==> src/design/sector_file_signature_scanner_defines.svh <==
// ---------------------------------------------------------------------------
// Assertion macros for the sector file signature scanner
// Shared concurrent assertion forms, clocked on clk_i, reset on rst_ni.
// ---------------------------------------------------------------------------
`ifndef SECTOR_FILE_SIGNATURE_SCANNER_DEFINES_SVH
`define SECTOR_FILE_SIGNATURE_SCANNER_DEFINES_SVH

// property holds at every edge outside reset
`define SFSS_ASSERT(lbl, prop, msg) \
  lbl: assert property (@(posedge clk_i) disable iff (!rst_ni) (prop)) \
    else $error(msg);

// antecedent in one cycle implies consequent in the next
`define SFSS_ASSERT_NEXT(lbl, ante, cons, msg) \
  lbl: assert property (@(posedge clk_i) disable iff (!rst_ni) (ante) |=> (cons)) \
    else $error(msg);

`endif

==> src/design/sfss_pkg.sv <==
// ---------------------------------------------------------------------------
// sfss_pkg
// Types, constants and footer patterns of the sector signature scanner.
// ---------------------------------------------------------------------------
package sfss_pkg;

  localparam int unsigned SECTOR_BYTES_DEF = 512;
  localparam int unsigned HDR_LEN          = 12;
  localparam int unsigned WIN_CELLS        = 8;
  localparam int unsigned FOOT_END_W       = 10;
  localparam logic [31:0] RIFF_EXTRA       = 32'd8;

  typedef enum logic [1:0] {
    SEARCH_NONE = 2'd0,
    SEARCH_JPEG = 2'd1,
    SEARCH_PDF  = 2'd2,
    SEARCH_PNG  = 2'd3
  } search_e;

  typedef enum logic [2:0] {
    HDR_NONE = 3'd0,
    HDR_JPEG = 3'd1,
    HDR_PDF  = 3'd2,
    HDR_PNG  = 3'd3,
    HDR_WEBP = 3'd4
  } hdr_type_e;

  // footer patterns, newest byte in the low byte
  localparam logic [63:0] JPEG_FOOT = 64'h0000_0000_0000_FFD9;
  localparam logic [63:0] PDF_FOOT  = 64'h0000_0025_2545_4F46;
  localparam logic [63:0] PNG_FOOT  = 64'h4945_4E44_AE42_6082;
  localparam int unsigned JPEG_LEN  = 2;
  localparam int unsigned PDF_LEN   = 5;
  localparam int unsigned PNG_LEN   = 8;

  typedef struct packed {
    logic [7:0] data_byte;
    logic       sector_end;
    logic [1:0] search_type;
  } in_beat_t;

  typedef struct packed {
    logic [2:0]            header_type;
    logic [31:0]           riff_size;
    logic                  footer_found;
    logic [FOOT_END_W-1:0] footer_end;
  } out_beat_t;

  typedef struct packed {
    logic jpeg;
    logic pdf;
    logic png;
  } foot_hit_t;

  typedef struct packed {
    hdr_type_e   header_type;
    logic [31:0] riff_size;
  } hdr_res_t;

endpackage

==> src/design/sector_file_signature_scanner.sv <==
// ---------------------------------------------------------------------------
// sector_file_signature_scanner
// Byte-serial sector scanner: header classification, RIFF size and the
// earliest footer match, one result beat per sector.
// ---------------------------------------------------------------------------
//  channel  | dir | payload           | beat
//  in       | in  | sfss_pkg::in_beat_t  | one sector byte
//  out      | out | sfss_pkg::out_beat_t | one result per sector
//
//  One byte per cycle; the window is an eight-cell shift chain compared in
//  the same cycle the byte enters. The result is registered and appears in
//  the cycle after the last byte is taken. Input stalls only while a result
//  beat waits in the output register and is not taken in that cycle.
//  Reset clears position, held search type and match state; no clear pass.
// ---------------------------------------------------------------------------
`include "sector_file_signature_scanner_defines.svh"

module sector_file_signature_scanner #(
  parameter int unsigned SECTOR_BYTES = sfss_pkg::SECTOR_BYTES_DEF
) (
  input  logic                clk_i,
  input  logic                rst_ni,
  input  logic                in_valid_i,
  output logic                in_ready_o,
  input  sfss_pkg::in_beat_t  in_beat_i,
  output logic                out_valid_o,
  input  logic                out_ready_i,
  output sfss_pkg::out_beat_t out_beat_o
);

  localparam int unsigned POS_W = $clog2(SECTOR_BYTES + 1);

  logic [POS_W-1:0]  pos_q, pos_new, pos_inc, end_q, end_new;
  sfss_pkg::search_e held_q, type_eff;
  logic              found_q, found_new, hit, found_now;
  logic              in_acc, active, shift_en, first, sector_done;
  logic              out_valid_q;
  sfss_pkg::out_beat_t out_q;

  logic [7:0]          chain [sfss_pkg::WIN_CELLS+1];
  sfss_pkg::foot_hit_t cell_hit [sfss_pkg::WIN_CELLS];
  logic [sfss_pkg::WIN_CELLS-1:0] hit_jpeg, hit_pdf, hit_png;
  sfss_pkg::hdr_res_t  hdr_res;
  logic [POS_W+sfss_pkg::FOOT_END_W-1:0] end_ext;

  assign in_ready_o  = !out_valid_q || out_ready_i;
  assign in_acc      = in_valid_i && in_ready_o;
  assign sector_done = in_acc && in_beat_i.sector_end;
  assign active      = pos_q < POS_W'(SECTOR_BYTES);
  assign shift_en    = in_acc && active;
  assign first       = pos_q == '0;
  assign pos_inc     = pos_q + POS_W'(1);
  assign pos_new     = shift_en ? pos_inc : pos_q;
  assign type_eff    = first ? sfss_pkg::search_e'(in_beat_i.search_type) : held_q;

  assign chain[0] = in_beat_i.data_byte;

  for (genvar i = 0; i < sfss_pkg::WIN_CELLS; i++) begin : g_cell
    sfss_cell #(
      .IDX (i)
    ) u_cell (
      .clk_i  (clk_i),
      .en_i   (shift_en),
      .byte_i (chain[i]),
      .byte_o (chain[i+1]),
      .hit_o  (cell_hit[i])
    );
    assign hit_jpeg[i] = cell_hit[i].jpeg;
    assign hit_pdf[i]  = cell_hit[i].pdf;
    assign hit_png[i]  = cell_hit[i].png;
  end

  always_comb begin
    unique case (type_eff)
      sfss_pkg::SEARCH_JPEG: hit = (&hit_jpeg) &&
                                   (pos_q >= POS_W'(sfss_pkg::JPEG_LEN - 1));
      sfss_pkg::SEARCH_PDF:  hit = (&hit_pdf) &&
                                   (pos_q >= POS_W'(sfss_pkg::PDF_LEN - 1));
      sfss_pkg::SEARCH_PNG:  hit = (&hit_png) &&
                                   (pos_q >= POS_W'(sfss_pkg::PNG_LEN - 1));
      default:               hit = 1'b0;
    endcase
  end

  assign found_now = shift_en && !found_q && hit;
  assign found_new = found_q || found_now;
  assign end_new   = found_now ? pos_inc : end_q;
  assign end_ext   = {{sfss_pkg::FOOT_END_W{1'b0}}, end_new};

  sfss_header #(
    .POS_W (POS_W)
  ) u_header (
    .clk_i     (clk_i),
    .we_i      (shift_en),
    .pos_i     (pos_q),
    .pos_new_i (pos_new),
    .byte_i    (in_beat_i.data_byte),
    .res_o     (hdr_res)
  );

  always_ff @(posedge clk_i or negedge rst_ni) begin
    if (!rst_ni) begin
      pos_q       <= '0;
      held_q      <= sfss_pkg::SEARCH_NONE;
      found_q     <= 1'b0;
      end_q       <= '0;
      out_valid_q <= 1'b0;
    end else begin
      if (in_acc) begin
        if (in_beat_i.sector_end) begin
          pos_q   <= '0;
          held_q  <= sfss_pkg::SEARCH_NONE;
          found_q <= 1'b0;
          end_q   <= '0;
        end else begin
          pos_q   <= pos_new;
          found_q <= found_new;
          end_q   <= end_new;
          if (first) begin
            held_q <= type_eff;
          end
        end
      end
      if (sector_done) begin
        out_valid_q <= 1'b1;
      end else if (out_ready_i) begin
        out_valid_q <= 1'b0;
      end
    end
  end

  always_ff @(posedge clk_i) begin
    if (sector_done) begin
      out_q.header_type  <= hdr_res.header_type;
      out_q.riff_size    <= hdr_res.riff_size;
      out_q.footer_found <= found_new;
      out_q.footer_end   <= end_ext[sfss_pkg::FOOT_END_W-1:0];
    end
  end

  assign out_valid_o = out_valid_q;
  assign out_beat_o  = out_q;

  `SFSS_ASSERT(a_pos_bound, pos_q <= POS_W'(SECTOR_BYTES), "position past sector size")
  `SFSS_ASSERT(a_end_found, !found_q || (end_q != '0 && end_q <= pos_q), "bad footer end")
  `SFSS_ASSERT(a_end_clear, found_q || end_q == '0, "footer end set without match")
  `SFSS_ASSERT_NEXT(a_close, sector_done, out_valid_q && pos_q == '0 && !found_q, "sector open")

endmodule

==> src/design/sfss_cell.sv <==
// ---------------------------------------------------------------------------
// sfss_cell
// One byte of the sliding match window; compares its incoming byte against
// each footer pattern at its offset and hands its byte to the next cell.
// ---------------------------------------------------------------------------
module sfss_cell #(
  parameter int unsigned IDX = 0
) (
  input  logic                clk_i,
  input  logic                en_i,
  input  logic [7:0]          byte_i,
  output logic [7:0]          byte_o,
  output sfss_pkg::foot_hit_t hit_o
);

  logic [7:0] byte_q;

  always_ff @(posedge clk_i) begin
    if (en_i) begin
      byte_q <= byte_i;
    end
  end

  assign byte_o = byte_q;

  // offsets past a pattern's length always agree
  assign hit_o.jpeg = (IDX >= sfss_pkg::JPEG_LEN) ||
                      (byte_i == sfss_pkg::JPEG_FOOT[8*IDX +: 8]);
  assign hit_o.pdf  = (IDX >= sfss_pkg::PDF_LEN) ||
                      (byte_i == sfss_pkg::PDF_FOOT[8*IDX +: 8]);
  assign hit_o.png  = (IDX >= sfss_pkg::PNG_LEN) ||
                      (byte_i == sfss_pkg::PNG_FOOT[8*IDX +: 8]);

endmodule

==> src/design/sfss_header.sv <==
// ---------------------------------------------------------------------------
// sfss_header
// Captures the first twelve sector bytes, classifies the header and forms
// the RIFF size from the bytes taken so far.
// ---------------------------------------------------------------------------
module sfss_header #(
  parameter int unsigned POS_W = 10
) (
  input  logic               clk_i,
  input  logic               we_i,
  input  logic [POS_W-1:0]   pos_i,
  input  logic [POS_W-1:0]   pos_new_i,
  input  logic [7:0]         byte_i,
  output sfss_pkg::hdr_res_t res_o
);

  logic [7:0] hdr_q [sfss_pkg::HDR_LEN];
  logic [7:0] eff   [sfss_pkg::HDR_LEN];
  logic [sfss_pkg::HDR_LEN-1:0] vld;
  logic [sfss_pkg::HDR_LEN-1:0] wsel;

  for (genvar i = 0; i < sfss_pkg::HDR_LEN; i++) begin : g_hdr
    assign wsel[i] = we_i && (pos_i == POS_W'(i));
    assign vld[i]  = POS_W'(i) < pos_new_i;
    assign eff[i]  = wsel[i] ? byte_i : hdr_q[i];

    always_ff @(posedge clk_i) begin
      if (wsel[i]) begin
        hdr_q[i] <= byte_i;
      end
    end
  end

  logic is_jpeg, is_pdf, is_png, is_webp;
  logic [7:0] r4, r5, r6, r7;

  assign is_jpeg = vld[0] && eff[0] == 8'hFF && vld[1] && eff[1] == 8'hD8 &&
                   vld[2] && eff[2] == 8'hFF;
  assign is_pdf  = vld[0] && eff[0] == 8'h25 && vld[1] && eff[1] == 8'h50 &&
                   vld[2] && eff[2] == 8'h44 && vld[3] && eff[3] == 8'h46;
  assign is_png  = vld[0] && eff[0] == 8'h89 && vld[1] && eff[1] == 8'h50 &&
                   vld[2] && eff[2] == 8'h4E && vld[3] && eff[3] == 8'h47;
  assign is_webp = vld[0] && eff[0] == 8'h52 && vld[1] && eff[1] == 8'h49 &&
                   vld[2] && eff[2] == 8'h46 && vld[3] && eff[3] == 8'h46 &&
                   vld[8] && eff[8] == 8'h57 && vld[9] && eff[9] == 8'h45 &&
                   vld[10] && eff[10] == 8'h42 && vld[11] && eff[11] == 8'h50;

  always_comb begin
    priority if (is_jpeg) begin
      res_o.header_type = sfss_pkg::HDR_JPEG;
    end else if (is_pdf) begin
      res_o.header_type = sfss_pkg::HDR_PDF;
    end else if (is_png) begin
      res_o.header_type = sfss_pkg::HDR_PNG;
    end else if (is_webp) begin
      res_o.header_type = sfss_pkg::HDR_WEBP;
    end else begin
      res_o.header_type = sfss_pkg::HDR_NONE;
    end
  end

  // bytes not yet taken read as zero
  assign r4 = vld[4] ? eff[4] : 8'h00;
  assign r5 = vld[5] ? eff[5] : 8'h00;
  assign r6 = vld[6] ? eff[6] : 8'h00;
  assign r7 = vld[7] ? eff[7] : 8'h00;

  assign res_o.riff_size = {r7, r6, r5, r4} + sfss_pkg::RIFF_EXTRA;

endmodule
==> config.mk <==
export PLATFORM = sky130hd
export DESIGN_NAME = sector_file_signature_scanner
export DESIGN_NICKNAME = d
export VERILOG_FILES = /design/src/design/sfss_pkg.sv /design/src/design/sector_file_signature_scanner.sv /design/src/design/sfss_cell.sv /design/src/design/sfss_header.sv
export VERILOG_INCLUDE_DIRS = /design/src /design/src/design
export SDC_FILE = /design/constraint.sdc
export NUM_CORES = 1
export LEC_CHECK = 0
export BUFFER_PORTS_ARGS = -buffer_cell sky130_fd_sc_hd__buf_2
export CORE_ASPECT_RATIO = 0.75
export CORE_UTILIZATION = 35
export DETAILED_ROUTE_END_ITERATION = 6
export PLACE_DENSITY_LB_ADDON = 0.2
export SLEW_MARGIN = 20
export SYNTH_ARGS = -nofsm -noshare
export SYNTH_HDL_FRONTEND = slang
export SYNTH_HIERARCHICAL = 1
export SYNTH_SLANG_ARGS = --single-unit
==> constraint.sdc <==
create_clock -name clk_i -period 10.7 [get_ports clk_i]
set_clock_uncertainty 0.2 [all_clocks]
set_input_delay 2.14 -clock clk_i [delete_from_list [all_inputs] [get_ports clk_i]]
set_output_delay 2.14 -clock clk_i [all_outputs]
set_load 0.01 [all_outputs]
-- Word level (Yosys, flattened, before mapping)
Memories as Yosys holds them, arrays and structs flattened.
Index checks and enable logic that the tools add are counted.
- word-level logic and storage cells: 246
- memories: 1
- input port bits: 15
- bits in writable memories: 96
- bits in registers: 126
- add/sub/neg operators: 2
- order comparisons: 16
- eq/ne operators: 46
- multiplexer cells: 87
- reductions and logical operators: 77
- memories (name ; depth ; bits a word ; rd ports ; clocked after memory_dff ; write ports ; RTL line ; text):
    u_header.hdr_q ; 12 ; 8 ; 12 ; 0 ; 1 ; sfss_header.sv:17 ; logic [7:0] hdr_q [sfss_pkg::HDR_LEN];
- operator list (cell ; count):
    $mux 8 ; 27
    $eq 8x7->1 const B ; 21
    $reduce_or 8->1 ; 11
    $eq 8x8->1 const B ; 8
    $logic_and 1x1->1 ; 54
    $mux 4 ; 11
    $eq 10x3->1 const B ; 4
    $eq 10x4->1 const B ; 4
    $lt 3x10->1 const A ; 4
    $lt 4x10->1 const A ; 4
    $mux 10 ; 4
    $mux 1 ; 38
    $add 32x4->32 const B ; 1
    $eq 8x6->1 const B ; 3
    $eq 10x2->1 const B ; 2
    $ge 10x3->1 const B ; 2
    $lt 1x10->1 const A ; 2
    $lt 2x10->1 const A ; 2
    $add 10x1->10 const B ; 1
    $eq 10x1->1 const B ; 1
    $ge 10x1->1 const B ; 1
    $logic_not 10->1 ; 1
    $lt 10x10->1 const B ; 1
    $mux 2 ; 5
    other kinds (11) ; 16

-- Depth between registers and ports, before layout
- depth after elaboration: 25
- mapped depth: 20
- gate-level depth less buffers: 16

-- Hierarchy
The synthesis kept the hierarchy.
- modules (own cells, without submodules) (module ; seq. area each (um^2) ; cells an instance ; instances ; area an instance (um^2)):
    sfss_header ; 1921.8 ; 509 ; 1 ; 4908.5
    sector_file_signature_scanner ; 1981.9 ; 262 ; 1 ; 3144.3
    sfss_cell (g_cell[2].u_cell ...) ; 240.2 ; 16 ; 2 ; 300.3
    sfss_cell (g_cell[6].u_cell ...) ; 240.2 ; 14 ; 2 ; 282.8
    sfss_cell (g_cell[0].u_cell) ; 240.2 ; 15 ; 1 ; 296.5
    sfss_cell (g_cell[3].u_cell) ; 240.2 ; 15 ; 1 ; 294.0
    sfss_cell (g_cell[1].u_cell) ; 240.2 ; 16 ; 1 ; 291.5
    sfss_cell (g_cell[5].u_cell) ; 240.2 ; 14 ; 1 ; 286.5

-- Worst setup path before layout
No wires, ideal clock.
- kind: input to register
- from: input port out_ready_i
- to: register out_q, in the netlist out_beat_o[40], data pin
- data required time: 10.238 ns
- path buffers: 2
- path slack: 2.509 ns
- setup time: 0.262 ns
- cell stages on the path: 16
- data arrival time: 7.729 ns
- cells stage by stage: nand2b_1 > nand2_1 > nor2_1 > clkbuf_1 > nor3b_2 > nand4_2 > clkbuf_1 > mux2_2 > a21boi_0 > ha_1 > nand4_1 > mux2i_2 > o2111ai_2 > nor3_2 > nand4b_1 > mux2_1
- RTL lines (item ; RTL line ; text):
    start: declaration ; sector_file_signature_scanner.sv:27 ; input logic out_ready_i,
    end: declaration ; sector_file_signature_scanner.sv:38 ; sfss_pkg::out_beat_t out_q;

==> out/metrics.cfg <==
[final_layout]
antenna_cells=0
filler_cell_count=2752
register_area_um2=5590
fin_nets=942
post-route-util_pct=40.9
final_layout_size_suffix_gt1_share_pct=23.0
multiInputGateArea_um2=4200
area_growth_pct=13.8

[cts]
postCtsHoldBufs=0
clk-insertion-delay-late_ns=0.53
cts.path.max_buffers=3
clock-root-buffer=clkbuf_16
cts_tree=done
h-tree-depth=1
cts_made_buffers=24
cts_setup_buffers=0
cts.sinks=222
cts.clk_slew.worst_paths_ns=0.06
cts_repair_resize_count=0

[sta]
fin_crit_sh_pct=65.9
relSlewSlack_pct=42.8
fin_tns_setup_ns=0
maxSlewViolCount=0
finalSetupViolations=0
worst_pin_slew_ns=0.856
hold_ws_ns=0.234
rsz0062_at_grt=false
min_period_ns=7.06
fmax_ghz=0.142
finalHoldViolCount=0
fin_ws_ns=3.64

[setup_path]
crit_fanout=68
r2r_slack_ns=4.96
crit_type=primary input to flip-flop
crit_required_ns=10.78
endpoint_kind=flip-flop
critPathArrivalTime_ns=7.13
r2r_cells=16
crit_path_start_kind=primary input
crit-reg2reg-launch=out_valid_o
rr_endpoint=out_beat_o[40]

[floorplanning]
initial_core_util_pct=35.9
die_y_um=149
io_pins=63
rows=53
die-area_um2=29700
coreArea_um2=28200
die_x_um=199

[placed_design]
io_buffer_count=62
pre_cts_slack_ns=3.06
dp_hpwl_um=15600
gp_congestion=0.799

[global_route]
grt_pass1_wl_um=36900
grt_util_all_layers_pct=16.0
first_global_vias=6518
antenna_found_initial=0
overflow=0
grt_max_degree=69

[min_path]
min_to=g_cell[6].u_cell/byte_o[7]
hp-start=g_cell[5].u_cell/byte_o[7]
whs_path_depth=0
hold_class=flip-flop to flip-flop

[routing]
firstDrtPassIters=5
vias_per_cell=5.06
wl_per_cell_um=17.5
vias=6701
final_antenna_net_count=0
drt_iter0_markers=378
drc_errors=0
wl_um=23200

[pwr]
power.density_nw_per_um2=209
ir_drop_mv=0.0976
power.leakage_nw=4.44

[flow_run]
cap_viol_max_count=0

[logic_synthesis]
syn_area_per_cell_um2=11.5
netlist_area_um2=10100
syn_inst=883
ys_warn_count=6

[run_status]
outcome=finished clean

## metal layers
layer	GRT usage, %	vias up	wire length, µm
met3	2.93	21	924
met5	0	-	0
met1	24.8	3265	12400
met2	22.8	122	9470
met4	3.31	0	365
li1	-	3293	-
## critical path: stages
cell	delay [ns]
buf_2	0.07
nand2b_1	0.21
nand2_1	0.54
nor2_4	0.25
buf_4	0.65
nand2_1	0.15
xnor2_1	0.45
o21ai_0	0.21
and2_1	0.34
nor2_1	0.21
ha_1	0.25
nand4_1	0.12
mux2i_2	0.29
o2111ai_2	0.32
nor3_2	0.41
nand4b_1	0.17
mux2_1	0.34
## registers in the layout, indices dropped and copies added (netlist names)
register,count
u_header/hdr_q,96
g_cell.u_cell/byte_o,56
out_beat_o,46
end_q,10
pos_q,10
held_q,2
found_q,1
out_valid_o,1
## worst max path at each step
stage,start,end,slack (ns),cells after the start
after floorplan,out_ready_i,out_beat_o[40],2.75,16
after global placement,out_ready_i,out_beat_o[38],3.29,17
after detailed placement,out_ready_i,out_beat_o[40],3.06,17
after CTS,out_ready_i,out_beat_o[40],3.62,17
after global routing,out_ready_i,out_beat_o[40],3.09,17
final,out_ready_i,out_beat_o[40],3.64,17
## layout make-up
type / count / share of cell area, %
Timing Repair Buffer: 67 / 3.01
Sequential cell: 222 / 48.4
Inverter: 22 / 0.715
Clock inverter: 11 / 1.24
Multi-Input combinational cell: 585 / 36.4
Tap cell: 385 / 4.17
Clock buffer: 33 / 6.11
## report_power, final
group	total [W]	leakage, nW	switching, W	internal, W
combinational	0.000411	1.92	0.000234	0.000178
sequential	0.00113	2.10	0.0000776	0.00105
clock	0.000880	0.418	0.000344	0.000536
total	0.00242	4.44	0.000655	0.00176
## layout by cell type, fill, tap and decap left out, drive strengths merged, types with 24 or more instances in the layout
cell,instances
nand2,89
clkbuf,33
mux2i,25
inv,24
buf,67
edfxtp,102
dfrtp,24
nor2,58
mux2,81
o21ai,28
dfxtp,96
## stage by stage
step           cell area, µm²  total power, W  instances
2_1_floorplan           10200         0.00144        886
3_3_place_gp            10700         0.00154       1281
3_5_place_dp            10700         0.00155       1281
4_1_cts                 11500         0.00244       1325
5_1_grt                 11500         0.00253       1325
6_report                11500         0.00242       1325
No activity file was read; power rests on OpenSTA's default activity.
